`src/hw/rtl/frlw_pkg.sv`:
```
// ---------------------------------------------------------------------------
// frlw_pkg
// Shared constants, entry layout and controller/datapath interface types.
// ---------------------------------------------------------------------------
package frlw_pkg;

  localparam int unsigned FRLW_DEPTH = 16;
  localparam int unsigned ID_W       = 10;
  localparam int unsigned WAIT_W     = 16;
  localparam int unsigned STATUS_W   = 2;

  localparam logic [STATUS_W-1:0] STATUS_DONE  = 2'd0;
  localparam logic [STATUS_W-1:0] STATUS_FULL  = 2'd1;
  localparam logic [STATUS_W-1:0] STATUS_EMPTY = 2'd2;

  typedef struct packed {
    logic [ID_W-1:0]          id;
    logic signed [WAIT_W-1:0] wt;
  } entry_t;

  // Commands from the controller to the datapath.
  typedef struct packed {
    logic load_item;
    logic set_status;
    logic ins_write;
    logic scan_start;
    logic scan_issue;
    logic copy_start;
    logic copy_issue;
    logic res_load;
  } frlw_cmd_t;

  // Status from the datapath to the controller.
  typedef struct packed {
    logic is_remove;
    logic full;
    logic empty;
    logic scan_last;
    logic copy_none;
    logic copy_last;
    logic out_free;
  } frlw_stat_t;

endpackage

```
`src/hw/rtl/frlw_ctrl.sv`:
```
// ---------------------------------------------------------------------------
// frlw_ctrl
// Sequencer for insert, scan and rotate passes over the entry store.
// ---------------------------------------------------------------------------
module frlw_ctrl (
  input  logic                 clk_i,
  input  logic                 rst_ni,
  input  logic                 in_valid_i,
  output logic                 in_stall_o,
  input  frlw_pkg::frlw_stat_t stat_i,
  output frlw_pkg::frlw_cmd_t  cmd_o
);
  import frlw_pkg::*;

  typedef enum logic [7:0] {
    S_IDLE       = 8'b0000_0001,
    S_DISPATCH   = 8'b0000_0010,
    S_SCAN       = 8'b0000_0100,
    S_SCAN_WAIT  = 8'b0000_1000,
    S_COPY_START = 8'b0001_0000,
    S_COPY       = 8'b0010_0000,
    S_COPY_WAIT  = 8'b0100_0000,
    S_RESULT     = 8'b1000_0000
  } state_e;

  state_e state_q, state_d;

  always_ff @(posedge clk_i or negedge rst_ni) begin
    if (!rst_ni) begin
      state_q <= S_IDLE;
    end else begin
      state_q <= state_d;
    end
  end

  assign in_stall_o = (state_q != S_IDLE);

  always_comb begin
    state_d = state_q;
    cmd_o   = '0;
    unique case (state_q)
      S_IDLE: begin
        if (in_valid_i) begin
          cmd_o.load_item = 1'b1;
          state_d         = S_DISPATCH;
        end
      end
      S_DISPATCH: begin
        cmd_o.set_status = 1'b1;
        state_d          = S_RESULT;
        if (stat_i.is_remove) begin
          if (!stat_i.empty) begin
            cmd_o.scan_start = 1'b1;
            state_d          = S_SCAN;
          end
        end else if (!stat_i.full) begin
          cmd_o.ins_write = 1'b1;
        end
      end
      S_SCAN: begin
        cmd_o.scan_issue = 1'b1;
        if (stat_i.scan_last) begin
          state_d = S_SCAN_WAIT;
        end
      end
      S_SCAN_WAIT: begin
        state_d = S_COPY_START;
      end
      S_COPY_START: begin
        cmd_o.copy_start = 1'b1;
        state_d          = stat_i.copy_none ? S_RESULT : S_COPY;
      end
      S_COPY: begin
        cmd_o.copy_issue = 1'b1;
        if (stat_i.copy_last) begin
          state_d = S_COPY_WAIT;
        end
      end
      S_COPY_WAIT: begin
        state_d = S_RESULT;
      end
      S_RESULT: begin
        if (stat_i.out_free) begin
          cmd_o.res_load = 1'b1;
          state_d        = S_IDLE;
        end
      end
      default: begin
        state_d = S_IDLE;
      end
    endcase
  end

endmodule

```
`src/hw/rtl/frlw_dp.sv`:
```
// ---------------------------------------------------------------------------
// frlw_dp
// Entry ring memory, ring pointers, maximum search and result register.
// ---------------------------------------------------------------------------
module frlw_dp #(
  parameter int unsigned DEPTH = frlw_pkg::FRLW_DEPTH
) (
  input  logic                                  clk_i,
  input  logic                                  rst_ni,
  input  frlw_pkg::frlw_cmd_t                   cmd_i,
  output frlw_pkg::frlw_stat_t                  stat_o,
  input  logic                                  func_i,
  input  logic [frlw_pkg::ID_W-1:0]             proc_id_i,
  input  logic signed [frlw_pkg::WAIT_W-1:0]    wait_time_i,
  input  logic                                  out_stall_i,
  output logic                                  out_valid_o,
  output logic [frlw_pkg::STATUS_W-1:0]         status_o,
  output logic [frlw_pkg::ID_W-1:0]             removed_id_o,
  output logic signed [frlw_pkg::WAIT_W-1:0]    removed_wait_o
);
  import frlw_pkg::*;

  localparam int unsigned AW = (DEPTH > 1) ? $clog2(DEPTH) : 1;
  localparam int unsigned CW = $clog2(DEPTH + 1);
  localparam logic [AW-1:0] LAST_POS = AW'(DEPTH - 1);
  localparam logic [CW-1:0] FULL_CNT = CW'(DEPTH);
  localparam logic [CW:0]   WRAP_SUM = (CW + 1)'(DEPTH);

  function automatic logic [AW-1:0] ring_next(input logic [AW-1:0] pos);
    return (pos == LAST_POS) ? '0 : pos + 1'b1;
  endfunction

  entry_t mem [DEPTH];

  logic                    func_q;
  entry_t                  item_q;
  logic [AW-1:0]           head_q;
  logic [CW-1:0]           count_q;
  logic [STATUS_W-1:0]     st_q;
  logic [AW-1:0]           ptr_q;
  logic [AW-1:0]           idx_q;
  logic [AW-1:0]           dst_q;
  entry_t                  rd_q;
  logic                    sc_rd_q;
  logic                    sc_first_q;
  logic [AW-1:0]           sc_off_q;
  logic [AW-1:0]           sc_pos_q;
  logic                    cp_rd_q;
  entry_t                  best_q;
  logic [AW-1:0]           best_off_q;
  logic [AW-1:0]           best_pos_q;
  logic                    out_valid_q;
  logic [STATUS_W-1:0]     out_status_q;
  entry_t                  out_entry_q;

  logic [CW:0]             tail_sum;
  logic [AW-1:0]           tail;
  logic                    full;
  logic                    empty;
  logic                    removing;
  logic                    rd_en;
  logic                    wr_en;
  logic [AW-1:0]           wr_addr;
  entry_t                  wr_data;

  // Tail of the ring: head plus fill count, wrapped once.
  assign tail_sum = (CW + 1)'(head_q) + (CW + 1)'(count_q);
  assign tail     = (tail_sum >= WRAP_SUM) ? AW'(tail_sum - WRAP_SUM) : AW'(tail_sum);

  assign full     = (count_q == FULL_CNT);
  assign empty    = (count_q == '0);
  assign removing = func_q && (st_q == STATUS_DONE);

  assign rd_en   = cmd_i.scan_issue || cmd_i.copy_issue;
  assign wr_en   = cmd_i.ins_write || cp_rd_q;
  assign wr_addr = cp_rd_q ? dst_q : tail;
  assign wr_data = cp_rd_q ? rd_q : item_q;

  always_comb begin
    stat_o.is_remove = func_q;
    stat_o.full      = full;
    stat_o.empty     = empty;
    stat_o.scan_last = (CW'(idx_q) == count_q - 1'b1);
    stat_o.copy_none = (best_off_q == '0);
    stat_o.copy_last = (idx_q == best_off_q - 1'b1);
    stat_o.out_free  = !out_valid_q || !out_stall_i;
  end

  // Entry store: one write and one registered read per cycle.
  always_ff @(posedge clk_i) begin
    if (wr_en) begin
      mem[wr_addr] <= wr_data;
    end
    if (rd_en) begin
      rd_q <= mem[ptr_q];
    end
  end

  // Control state.
  always_ff @(posedge clk_i or negedge rst_ni) begin
    if (!rst_ni) begin
      head_q      <= '0;
      count_q     <= '0;
      sc_rd_q     <= 1'b0;
      cp_rd_q     <= 1'b0;
      out_valid_q <= 1'b0;
    end else begin
      sc_rd_q <= cmd_i.scan_issue;
      cp_rd_q <= cmd_i.copy_issue;
      if (cmd_i.ins_write) begin
        count_q <= count_q + 1'b1;
      end else if (cmd_i.res_load && removing) begin
        head_q  <= ring_next(best_pos_q);
        count_q <= count_q - 1'b1;
      end
      if (cmd_i.res_load) begin
        out_valid_q <= 1'b1;
      end else if (!out_stall_i) begin
        out_valid_q <= 1'b0;
      end
    end
  end

  // Payload and walk registers.
  always_ff @(posedge clk_i) begin
    if (cmd_i.load_item) begin
      func_q    <= func_i;
      item_q.id <= proc_id_i;
      item_q.wt <= wait_time_i;
    end
    if (cmd_i.set_status) begin
      if (func_q) begin
        st_q <= empty ? STATUS_EMPTY : STATUS_DONE;
      end else begin
        st_q <= full ? STATUS_FULL : STATUS_DONE;
      end
    end
    if (cmd_i.scan_start || cmd_i.copy_start) begin
      ptr_q <= head_q;
      idx_q <= '0;
    end else if (rd_en) begin
      ptr_q <= ring_next(ptr_q);
      idx_q <= idx_q + 1'b1;
    end
    if (cmd_i.copy_start) begin
      dst_q <= tail;
    end else if (cp_rd_q) begin
      dst_q <= ring_next(dst_q);
    end
    sc_off_q   <= idx_q;
    sc_pos_q   <= ptr_q;
    sc_first_q <= (idx_q == '0);
    // Keep the first occurrence of the greatest wait.
    if (sc_rd_q && (sc_first_q || (rd_q.wt > best_q.wt))) begin
      best_q     <= rd_q;
      best_off_q <= sc_off_q;
      best_pos_q <= sc_pos_q;
    end
    if (cmd_i.res_load) begin
      out_status_q <= st_q;
      out_entry_q  <= removing ? best_q : '0;
    end
  end

  assign out_valid_o    = out_valid_q;
  assign status_o       = out_status_q;
  assign removed_id_o   = out_entry_q.id;
  assign removed_wait_o = out_entry_q.wt;

endmodule

```
`src/hw/rtl/fifo_remove_longest_wait.sv`:
```
// ---------------------------------------------------------------------------
// fifo_remove_longest_wait
// Ring queue of process entries with insert and remove-longest-wait.
//
// Holds up to DEPTH entries (id, signed wait time) in a single-port-read
// memory ring. An insert appends at the tail. A remove with n entries held
// whose longest wait first appears k places behind the head scans all n
// entries for the maximum with one memory read per cycle, then moves the k
// entries ahead of it from head to tail with one read per cycle. The
// single read port of the entry memory sets both passes. One item is worked
// at a time; a new item is taken while the previous result still waits in
// the output register. Full and empty report through status with zero
// removed fields. No clearing pass is needed after reset.
// ---------------------------------------------------------------------------
module fifo_remove_longest_wait #(
  parameter int unsigned DEPTH = frlw_pkg::FRLW_DEPTH
) (
  input  logic                                  clk_i,
  input  logic                                  rst_ni,
  input  logic                                  in_valid_i,
  output logic                                  in_stall_o,
  input  logic                                  func_i,
  input  logic [frlw_pkg::ID_W-1:0]             proc_id_i,
  input  logic signed [frlw_pkg::WAIT_W-1:0]    wait_time_i,
  output logic                                  out_valid_o,
  input  logic                                  out_stall_i,
  output logic [frlw_pkg::STATUS_W-1:0]         status_o,
  output logic [frlw_pkg::ID_W-1:0]             removed_id_o,
  output logic signed [frlw_pkg::WAIT_W-1:0]    removed_wait_o
);
  import frlw_pkg::*;

  // Command and status between sequencer and datapath.
  frlw_cmd_t  cmd;
  frlw_stat_t stat;

  // Sequencer: accepts a transfer only when idle, then steps the passes.
  frlw_ctrl u_ctrl (
    .clk_i      (clk_i),
    .rst_ni     (rst_ni),
    .in_valid_i (in_valid_i),
    .in_stall_o (in_stall_o),
    .stat_i     (stat),
    .cmd_o      (cmd)
  );

  // Datapath: entry memory, ring pointers, max search, output register.
  frlw_dp #(
    .DEPTH (DEPTH)
  ) u_dp (
    .clk_i          (clk_i),
    .rst_ni         (rst_ni),
    .cmd_i          (cmd),
    .stat_o         (stat),
    .func_i         (func_i),
    .proc_id_i      (proc_id_i),
    .wait_time_i    (wait_time_i),
    .out_stall_i    (out_stall_i),
    .out_valid_o    (out_valid_o),
    .status_o       (status_o),
    .removed_id_o   (removed_id_o),
    .removed_wait_o (removed_wait_o)
  );

endmodule

```
`config.mk`:
```
export PLATFORM = sky130hd
export DESIGN_NAME = fifo_remove_longest_wait
export DESIGN_NICKNAME = d
export VERILOG_FILES = /design/src/hw/rtl/frlw_pkg.sv /design/src/hw/rtl/frlw_ctrl.sv /design/src/hw/rtl/frlw_dp.sv /design/src/hw/rtl/fifo_remove_longest_wait.sv
export SDC_FILE = /design/constraint.sdc
export NUM_CORES = 1
export LEC_CHECK = 0
export BUFFER_PORTS_ARGS = -buffer_cell sky130_fd_sc_hd__buf_2
export CAP_MARGIN = 20
export CORE_MARGIN = 4
export CORE_UTILIZATION = 50
export DETAILED_ROUTE_END_ITERATION = 8
export GPL_TIMING_DRIVEN = 0
export PLACE_DENSITY = 0.66
export SYNTH_ARGS = -nofsm -noshare
export SYNTH_HDL_FRONTEND = slang
export SYNTH_SLANG_ARGS = --single-unit
```
`constraint.sdc`:
```
create_clock -name clk_i -period 11.5 [get_ports clk_i]
set_input_delay 2.3 -clock clk_i [delete_from_list [all_inputs] [get_ports clk_i]]
set_output_delay 2.3 -clock clk_i [all_outputs]
set_load 0.005 [all_outputs]
```
After elaboration in Yosys (flattened, before gate mapping). Memories as Yosys holds them, arrays and structs flattened. A register that Yosys moved wholly into a read port is not among the register bits. Index checks and enable logic that the tools add are counted. Widths: inputs -> output; s select.

Bits in read-only memories: 0. Memory bits (writable): 416. Register bits after elaboration: 132. Logic and storage cells: 114. Bits in latches: 0. Memories: 1. Output and inout port bits: 30. Bits of input ports: 31.

Memories: u_dp.mem (depth 16, bits a word 26, read ports 1, clocked after memory_dff 1, wr ports 1, RTL line frlw_dp.sv:33) `entry_t mem [DEPTH];`.

Shift operators: 0. Reductions and logical operators: 19. Muxes and demuxes: 39. Bitwise operators: 1. Equality and inequality tests: 20. Order comparisons: 2. $mul: 0. Add/subtract/negate cells: 9. Div/mod/pow operators: 0.

Operator list (count): $pmux 8 s8 (1); $mux 8 (7); $mux 4 (9); $mux 26 (1); $add 4x1->4 const B (4); $gt 16x16->1 (1); $mux 1 (16); $eq 4x4->1 const B (3); $mux 5 (2); $eq 8x1->1 const B (1); $eq 8x2->1 const B (1); $eq 8x3->1 const B (1); $eq 8x4->1 const B (1); $eq 8x5->1 const B (1); $eq 8x6->1 const B (1); $eq 8x7->1 const B (1); $eq 8x8->1 const B (1); $logic_not 4->1 (2); $ne 2x2->1 const B (4); $ne 8x1->1 const B (1); $sub 4x1->4 const B (2); $add 4x5->6 (1); $ge 6x5->1 const B (1); $reduce_bool 2->1 (3); 16 further kinds (24).

Longest topological paths before layout. Gate-level depths: netlist of the first run.

Depth after elaboration: 7. Depth in mapped cells: 8. Mapped depth without buffers: 7.

Cells and area by module. From an unflattened synthesis of the first run, not the netlist that was laid out.

Cells, all modules: 1225. Area, all modules: 22977.0 um^2.

By module, submodules not included: frlw_dp (times used 1, cells an instance 1172, area each 22455.3 um^2); frlw_ctrl (times used 1, cells an instance 53, area each 521.8 um^2).

Least setup slack after synthesis of the first run. Ideal clock, no wire load.

Kind: register to register. From: reg u_dp.rd_q[15] (netlist name). To: reg u_dp.best_off_q[0], enable pin. Setup slack: 7.227 ns. Data arrival time: 3.792 ns. Cell stages (with the launch flop): 6. Required time: 11.019 ns. Setup time: 0.481 ns. Cells stage by stage: edfxtp_1 -> ha_1 -> nand4_1 -> nor3_1 -> a221oi_1 -> a221oi_1.

Word-level cells in the longest chain between the ends: 3.

RTL lines: $gt 16x16->1 (RTL line frlw_dp.sv:154) `if (sc_rd_q && (sc_first_q || (rd_q.wt > best_q.wt))) begin`; $logic_or 1x1->1 (RTL line frlw_dp.sv:154); $logic_and 1x1->1 (RTL line frlw_dp.sv:154); end signal, assigned (RTL line frlw_dp.sv:156) `best_off_q <= sc_off_q;`; end, declared (RTL line frlw_dp.sv:50) `logic [AW-1:0] best_off_q;`.

No other way between the ends. A chain may end at the register's enable or synchronous reset.

Final worst setup path of the first run.
From: reg u_ctrl.state_q[1]. To: out in_stall_o.

Word-level cells in the longest chain between the ends: 1.

RTL lines: start, declared (RTL line frlw_ctrl.sv:26) `state_e state_q, state_d;`; start signal, assigned (RTL line frlw_ctrl.sv:32) `state_q <= state_d;`; $ne 8x1->1 (RTL line frlw_ctrl.sv:36) `assign in_stall_o = (state_q != S_IDLE);`; end, declared (RTL line fifo_remove_longest_wait.sv:21) `output logic in_stall_o,`.

No other way between the ends.

==> results of run 1 <==
[final cells by class]
class                   instances  area [µm²]  share of cell area
multi-input cells             415        5190               0.198
flip-flops and latches        574       17000               0.649
clock inverters                39         365              0.0139
repair buffers                115         983              0.0375
clock buffers                  70        1560              0.0595
plain buffers                  44         260             0.00992
well taps                     592         741              0.0282
inverters                      31         116             0.00444
[power breakdown]
part	internal [mW]	switching, mW
Sequential	2.51	0.0669
Clock	1.12	0.765
Combinational	0.316	0.471
[kinds of logic (layout without fill, tap and decap cells)]
family                   Yosys count  count (layout)  synth area share
AND/OR/NAND/NOR                  140             140            0.0366
XOR/XNOR                          23              23           0.00897
buffers and inverters             75             299            0.0168
adder cells (fa/ha/maj)           29              29            0.0165
AO/OA/AOI/OAI                     59              59            0.0163
multiplexers                     164             164             0.147
flip-flops                       574             574             0.757
[worst max path at each step]
stage	from	endpoint	cells past startpoint
after floorplan	u_dp.rd_q[15]$_DFFE_PP_	u_dp.best_off_q[0]$_DFFE_PP_	5
after global placement	u_dp.count_q[0]$_DFFE_PN0P_	u_dp.mem[9][5]$_DFFE_PP_	7
after detailed placement	u_ctrl.state_q[1]$_DFFE_PN0P_	in_stall_o	3
after CTS	u_ctrl.state_q[1]$_DFFE_PN0P_	in_stall_o	3
after global routing	u_ctrl.state_q[1]$_DFFE_PN0P_	in_stall_o	3
final	u_ctrl.state_q[1]$_DFFE_PN0P_	in_stall_o	3
[registers in the layout, indices dropped and copies added (netlist names), 5 cells and up]
name / flops
u_ctrl.state_q: 8
u_dp.best_q: 26
u_dp.count_q: 5
u_dp.item_q: 26
u_dp.mem: 416
u_dp.rd_q: 26
u_dp.removed_id_o: 10
u_dp.removed_wait_o: 16
[layout by cell type (no fill, tap or decap), types with 24 or more instances in the layout]
master / Yosys / routed
ha_1: 28 / 28
buf_2: 12 / 72
edfxtp_1: 541 / 541
and2_1: 27 / 27
nor2_1: 25 / 24
clkbuf_16: 0 / 61
buf_6: 2 / 38
mux2_2: 26 / 26
clkbuf_1: 25 / 34
mux4_2: 129 / 129
inv_1: 28 / 28
[stage by stage]
| stage | cells | setup WS [ns] |
|---|---|---|
| 6_report | 1880 | 7.07 |
| 3_3_place_gp | 1716 | 4.82 |
| 2_1_floorplan | 1064 | 7.23 |
| 5_1_grt | 1880 | 6.99 |
| 3_5_place_dp | 1769 | 7.74 |
| 4_1_cts | 1878 | 7.08 |
[per-layer routing]
layer  up-vias  part of all wire
li1       4720                 -
met1      5685              0.42
met2       346              0.49
met3        69             0.063
met4         0             0.022
met5         -                 0
==> results.cfg, run 1 <==
[yosys]
mappedNetlistArea_um2 = 22500
synth_top_cells_by_area = edfxtp_1 (72%), mux4_2 (13%), dfrtp_1 (2.1%), ha_1 (1.6%), mux2_2 (1.3%)
ys_ff_latch = 574
synth_edf_count = 541
syn_area_per_cell_um2 = 21.1
ys.flop_type = edfxtp_1
synth_cell_types = 61
yosys.cell_count.top_type = edfxtp_1
synthTopCellsByCount = edfxtp_1 (541), mux4_2 (129), ha_1 (28), inv_1 (28), and2_1 (27)
async_flop_share = 0.0348
synth_top_cell_by_area = edfxtp_1
synth_top_area_share = 0.724
yosys_warnings = 0
synthCells = 1064
ys_seq_area_frac = 0.757
syn_nets = 1124

[placed_design]
place_hpwl_um = 32200
post_dp_cell_area_um2 = 24300
portBuffers = 60
place_congestion = 0.798

[drt]
via_count = 10800
drtIter0Drc = 1046
drc_errors = 0
ant_nets = 0
drtPass1Iterations = 6
vias_per_cell = 5.76
wl_per_cell_um = 24.9
wirelength_um = 46800

[sta]
fin_setup_tns_ns = 0
setup_viol = 0
rsz0062_at_grt = no
drv_slew = 0
period_needed_ns = 4.43
fmax_mhz = 226
skew_ns = 0.0152
relSlewSlack = 0.336
hold_violations = 0
post-route-period-util = 0.386
worstMarginPinSlew_ns = 0.968
timing.hold.ws_ns = 0.354

[worst_setup_path]
worst_ep_required_time_ns = 9.20
cpLargestDelayFamily = simple AND/OR/NAND/NOR gates
timing.rr.start = u_dp.count_q[0]$_DFFE_PN0P_
r2r_slack_ns = 7.97
worstPathMaxFanout = 6
r2r_cells = 9
critical_path_arrival_ns = 2.13
worstSetupStartpointType = flop
cpPeakStageDelay_ns = 0.50
critical_path_class = reg2out
crit_buf_inv = 1
cpMaxStageDelayCell = nor4_1
timing.rr.end = u_dp.mem[13][5]$_DFFE_PP_
path_cells = nor4_1 > nand4b_1 > buf_2
setup.worst_path.end_class = output port

[power_and_ir_drop]
p_leak_nw = 8.80
powerDensity_nw_per_um2 = 200
worst_ir_drop_vdd_mv = 0.111
finalPower_mw = 5.25

[clocking]
cts_setup_buffers = 0
cts_tree = yes
clk_path_buf_depth = 3
root_buffer = clkbuf_16
insertion_delay_ns = 0.61
numCtsBuffers = 58
cts_sinks = 574
clkTransAtPathRegs_ns = 0.06
cts_max_level = 2
cts_resized = 0
cts_hold_buf = 0

[grt]
grt_first_pass_wirelength_um = 70300
met3_usage = 0.0357
grt_pass1_vias = 10900
grt_antenna_before_repair = 0
met2_usage = 0.324
grt_util_all_layers = 0.199
overflow = 0
grt_use_met1 = 0.281
grt.busiest_layer = met2
grt_max_degree = 25

[final_layout]
diodes = 0
synthToLayoutAreaGrowth_pct = 16.8
fillers = 3168
final_area_um2 = 26200
nNetsFinal = 1299
fin_util = 0.592
drive_gt1_frac = 0.316

[floorplan]
core-area_um2 = 44300
die_x_um = 220
start_util = 0.507
die-area_um2 = 48400
io_pins = 61
die_h_um = 220
num_rows = 77

[outcome]
status = completed

[run]
max-cap-violations = 0

[worst_hold_path]
hold-path-endpoint = u_dp.sc_off_q[2]$_DFF_P_
hp-start = u_dp.idx_q[2]$_SDFFE_PP0P_
whs_path_depth = 0
hp-class = reg2reg
Note: power is estimated with default switching activity, not from simulation.
==> inputs of run 2 (changes only) <==
Settings changed: ABC_AREA from default to 1, PLACE_DENSITY 0.66 to 0.69.
Clock period 11.5 ns to 3.9 ns, I/O delays scaled along.
==> run 2 against run 1 <==
Sequential power increased to 2.9 times the previous value. First-iteration DRC count grew 68%. Sequential cell count unchanged. Largest power group unchanged. Critical path type is now reg2reg. Critical endpoint is now u_dp.mem[14][8]$_DFFE_PP_.
==> results.cfg, run 2 <==
[placed_design]
place_hpwl_um = 39100
place_congestion = 0.866
portBuffers = 60

[final_layout]
largest_reg_flops = 416
fillers = 3476
nNetsFinal = 1847
drive_gt1_frac = 0.136
synthToLayoutAreaGrowth_pct = 14.5
fin_util = 0.580
regMostFlops = u_dp.mem
layout_commonest_cell = edfxtp_1
layout_common_cells = edfxtp_1 (541), nor2_1 (210), nand2_1 (191)

[power_and_ir_drop]
powerDensity_nw_per_um2 = 598
p_int_mw = 11.2
worst_ir_drop_vdd_mv = 0.419
p_sw_frac = 0.291
pwr-share-seq = 0.482
netSwitchingPower_mw = 4.59
p_leak_nw = 9.40
pwr-share-clk = 0.337
p_comb_frac = 0.181

[sta]
post-route-period-util = 0.852
fin_setup_tns_ns = 0
period_needed_ns = 3.32
setup_viol = 0
rsz0062_at_grt = no
fmax_mhz = 301
skew_ns = 0.0242
worstMarginPinSlew_ns = 0.996
drv_slew = 0
relSlewSlack = 0.334
hold_violations = 0

[yosys]
syn_area_per_cell_um2 = 14.0
synth_cell_types = 49
ys.flop_type = edfxtp_1
synthCells = 1650
synth_edf_count = 541
synth_top_cells_by_area = edfxtp_1 (70%), nor2_1 (3.7%), mux2i_1 (3.2%), nand2_1 (3.1%), o221ai_1 (2.8%)
synth_top_area_share = 0.705
ys_ff_latch = 574
synth_top_cell_by_area = edfxtp_1
mappedNetlistArea_um2 = 23000
yosys_warnings = 0
syn_nets = 1710
synthTopCellsByCount = edfxtp_1 (541), nor2_1 (227), nand2_1 (191)
ys_seq_area_frac = 0.738
yosys.cell_count.top_type = edfxtp_1
async_flop_share = 0.0348

[clocking]
cts_setup_buffers = 0
clkTransAtPathRegs_ns = 0.06
insertion_delay_ns = 0.63
cts_max_level = 2
cts_tree = yes
numCtsBuffers = 56
root_buffer = clkbuf_16
clk_path_buf_depth = 3
cts_hold_buf = 0
cts_resized = 0
cts_sinks = 574

[drt]
via_count = 14400
drtIter0Drc = 1756
wirelength_um = 60100
drtPass1Iterations = 5
ant_nets = 0
vias_per_cell = 5.92
wl_per_cell_um = 24.7
drc_errors = 0

[worst_setup_path]
setup.worst_path.end_class = flop
worstPathMaxFanout = 26
critical_path_class = reg2reg
critical_path_arrival_ns = 3.55
cpPeakStageDelay_ns = 0.83
worst_ep_required_time_ns = 4.13
cpLargestDelayFamily = simple AND/OR/NAND/NOR gates
cpMaxStageDelayCell = nor2_4
crit_buf_inv = 0
path_cells = ha_1 > fa_1 > xnor2_1 > or2_2 > o21ai_0 > nand2_1 > nor2_4
worstSetupStartpointType = flop

[grt]
overflow = 0
grt_first_pass_wirelength_um = 89200
grt_util_all_layers = 0.239
grt_antenna_before_repair = 3
grt_max_degree = 34
grt_pass1_vias = 14300

[floorplan]
core-area_um2 = 45500
die_x_um = 223
io_pins = 61
die_h_um = 223
num_rows = 78
die-area_um2 = 49600
start_util = 0.507

[worst_hold_path]
hp-class = in2async

[run]
max-cap-violations = 0

[outcome]
status = completed
run 2: stage by stage:
stage / total power, mW / cells / cell area [µm²] / hold WS [ns] / worst slack, ns
finish: 15.8 / 2431 / 26400 / 0.125 / 0.575
global route: 16.3 / 2430 / 26400 / 0.135 / 0.456
CTS: 15.8 / 2430 / 26400 / 0.115 / 0.618
detailed placement: 10.5 / 2329 / 24600 / 0.390 / 0.644
global placement: 10.3 / 2310 / 24100 / 0.387 / -0.904
floorplan: 9.34 / 1650 / 23000 / 0.346 / 0.554
run 2: path summary, 6_finish.rpt:
check	startpoint	to	slack, ns	cells past startpoint
max in group asynchronous	rst_ni	u_ctrl.state_q[0]$_DFFE_PN1P_	3.42	1
setup reg to reg	u_dp.count_q[0]$_DFFE_PN0P_	u_dp.mem[14][8]$_DFFE_PP_	0.58	7
hold reg to reg	u_dp.sc_pos_q[1]$_DFF_P_	u_dp.best_pos_q[1]$_DFFE_PP_	0.40	0
setup / recovery	u_dp.count_q[0]$_DFFE_PN0P_	u_dp.mem[14][8]$_DFFE_PP_	0.58	7
min in group clk_i	proc_id_i[9]	u_dp.item_q[25]$_DFFE_PP_	0.34	1
hold / removal	rst_ni	u_dp.head_q[1]$_DFFE_PN0P_	0.13	1
run 2: power by group through the flow:
stage                     Sequential, mW  Combinational [mW]  Clock (mW)
after global placement              7.73                2.52           0
after floorplan                     7.66                1.68           0
after detailed placement            7.72                2.77           0
after global routing                7.63                3.08        5.64
after CTS                           7.60                2.80        5.36
final                               7.60                2.85        5.32
run 2: cells by family (layout without fill, tap and decap cells):
| group | after synthesis | after routing | synth area share |
|---|---|---|---|
| flip-flops | 574 | 574 | 0.738 |
| AND/OR/NAND/NOR | 506 | 506 | 0.0924 |
| AO/OA/AOI/OAI | 282 | 282 | 0.0819 |
| buffers and inverters | 170 | 350 | 0.0339 |
| multiplexers | 74 | 74 | 0.0321 |
| adder cells (fa/ha/maj) | 29 | 29 | 0.0161 |
| XOR/XNOR | 15 | 15 | 0.00570 |
| other | 0 | 1 | 0 |
run 2: worst reg2reg max path, delay by kind of cell (launching register included):
family                     cells  cell delay [ns]
AOI/OAI and AO/OA              1             0.19
xor gates and xnor gates       1             0.16
adders and majority gates      2             0.65
DFF                            1             0.46
and+or+nand+nor                3             1.45
run 2: final cells by class:
class	count	area, µm²	area share
inverter	84	320	0.0121
multi-input combinational	906	5390	0.204
buffer	86	462	0.0175
antenna	1	2.50	0.0000948
clock inverter	30	305	0.0116
clock buffer	71	1480	0.0560
sequential	574	17000	0.644
timing repair buffer	79	673	0.0255
tap	600	751	0.0284
run 2: layer usage:
layer | routed length [µm] | up-vias | track usage
li1 | - | 6374 | -
met1 | 23100 | 7085 | 0.321
met2 | 28400 | 802 | 0.390
met3 | 6510 | 127 | 0.0507
met4 | 2030 | 2 | 0.0853
met5 | 49 | - | 0
==> inputs of run 3 (changes only) <==
Settings changed: PLACE_DENSITY 0.69 to 0.67.
Clock period 3.9 ns to 4.2 ns, I/O delays scaled along.
==> run 3 against run 2 <==
Count of clock-buffer cells in the layout grew 9. Critical path depth is 1 lower. Clock skew down 0.0049 ns. Cell count is 0.12% higher. Routed wire length is 1.1% lower. Register-to-register slack better by 0.34 ns. Clock power is 9.8% lower. Final area about the same. Sequential power fell by 7.1%. Global-route usage decreased by 0.12 points. Combinational power decreased by 7.4%. Total power is 8.2% lower. Critical endpoint is now u_dp.mem[0][15]$_DFFE_PP_. Largest cell class unchanged. Largest power group unchanged.
==> results.cfg, run 3 (synthesis gave the netlist of run 2 again) <==
[outcome]
status = completed

[sta]
post-route-period-util = 0.781
fin_setup_tns_ns = 0
hold_violations = 0
fmax_mhz = 305
setup_viol = 0
period_needed_ns = 3.28
relSlewSlack = 0.402
worstMarginPinSlew_ns = 0.896
rsz0062_at_grt = no
skew_ns = 0.0193
final.setup.worst_slack_ns = 0.920
drv_slew = 0

[clocking]
clkTransAtPathRegs_ns = 0.06
cts_hold_buf = 0
cts_sinks = 574
cts_tree = yes
insertion_delay_ns = 0.61
cts_setup_buffers = 0
cts_max_level = 2
root_buffer = clkbuf_16
numCtsBuffers = 55
clk_path_buf_depth = 3
cts_resized = 0

[floorplan]
die_h_um = 223
num_rows = 78
start_util = 0.507
die_x_um = 223
core-area_um2 = 45500
die-area_um2 = 49600
io_pins = 61

[drt]
ant_nets = 0
wl_per_cell_um = 24.4
drtIter0Drc = 1841
vias_per_cell = 5.86
via_count = 14300
drtPass1Iterations = 5
wirelength_um = 59500
drc_errors = 0

[final_layout]
diodes = 0
synthToLayoutAreaGrowth_pct = 14.4
drive_gt1_frac = 0.133
regMostFlops = u_dp.mem
largest_reg_flops = 416
layoutNonFillerInstCount = 2434
fin_util = 0.580
nNetsFinal = 1847
layout_commonest_cell = edfxtp_1
layout_common_cells = edfxtp_1 (541), nor2_1 (210), nand2_1 (191)

[worst_setup_path]
timing.rr.start = u_dp.count_q[0]$_DFFE_PN0P_
r2r_cells = 6
critical_path_arrival_ns = 3.59
worst_ep_required_time_ns = 4.51
worstSetupStartpointType = flop
cp-endpoint = u_dp.mem[0][15]$_DFFE_PP_
startpoint = u_dp.count_q[0]$_DFFE_PN0P_
setup.worst_path.end_class = flop
critical_path_class = reg2reg
timing.rr.end = u_dp.mem[0][15]$_DFFE_PP_
worstPathMaxFanout = 14
r2r_slack_ns = 0.92

[run]
max-cap-violations = 0

[power_and_ir_drop]
p_leak_nw = 9.38
worst_ir_drop_vdd_mv = 0.390
finalPower_mw = 14.5
powerDensity_nw_per_um2 = 550

[grt]
grt_pass1_vias = 13900
met2_usage = 0.385
grt_use_met1 = 0.329
met3_usage = 0.0481
grt.busiest_layer = met2
grt_util_all_layers = 0.238
grt_max_degree = 34
overflow = 0
grt_antenna_before_repair = 0
grt_first_pass_wirelength_um = 88400

[placed_design]
dpl_worst_slack_ns = 1.02
dp.cells = 2330
place_congestion = 0.836
portBuffers = 60
place_hpwl_um = 39100

[worst_hold_path]
hp-class = in2async
-- run 3: worst min path at each step --
stage / start / endpoint / slack (ns) / cells past startpoint
floorplan: u_dp.ptr_q[3]$_DFFE_PP_ / u_dp.sc_pos_q[3]$_DFF_P_ / 0.35 / 0
global placement: u_dp.sc_off_q[2]$_DFF_P_ / u_dp.best_off_q[2]$_DFFE_PP_ / 0.39 / 0
detailed placement: u_dp.sc_pos_q[1]$_DFF_P_ / u_dp.best_pos_q[1]$_DFFE_PP_ / 0.39 / 0
CTS: rst_ni / u_dp.head_q[2]$_DFFE_PN0P_ / 0.18 / 1
global route: rst_ni / u_dp.head_q[2]$_DFFE_PN0P_ / 0.20 / 1
finish: rst_ni / u_dp.head_q[2]$_DFFE_PN0P_ / 0.20 / 1
-- run 3: per-layer routing --
layer	up-vias	part of all wire
met5	-	0
met1	6986	0.40
li1	6398	-
met2	754	0.47
met4	0	0.030
met3	114	0.098
-- run 3: metrics by stage --
stage	hold WS, ns	area (µm²)
6_report	0.198	26400
5_1_grt	0.200	26400
4_1_cts	0.180	26400
3_5_place_dp	0.392	24600
3_3_place_gp	0.385	24100
2_1_floorplan	0.346	23000
-- run 3: cell type report --
type / count / area [µm²]
Fill cell: 3519 / 19100
Sequential cell: 574 / 17000
Multi-Input combinational cell: 906 / 5390
Clock buffer: 80 / 1530
Tap cell: 600 / 751
Timing Repair Buffer: 80 / 701
Buffer: 86 / 462
Inverter: 84 / 320
Clock inverter: 24 / 204
-- run 3: where the power goes --
part / internal [mW] / leakage [nW] / total (mW) / switching, mW
Combinational: 0.700 / 3.29 / 2.64 / 1.94
Sequential: 6.89 / 5.25 / 7.06 / 0.172
Clock: 2.71 / 0.835 / 4.80 / 2.08
Total: 10.3 / 9.38 / 14.5 / 4.19
-- run 3: worst max-delay path, stage by stage, from the launching register on --
cell and delay (ns):
dfrtp_1 0.46, ha_1 0.27, fa_1 0.47, o21ai_0 0.42, nand3_1 0.43, nor2_4 0.67
buf_16 0.24
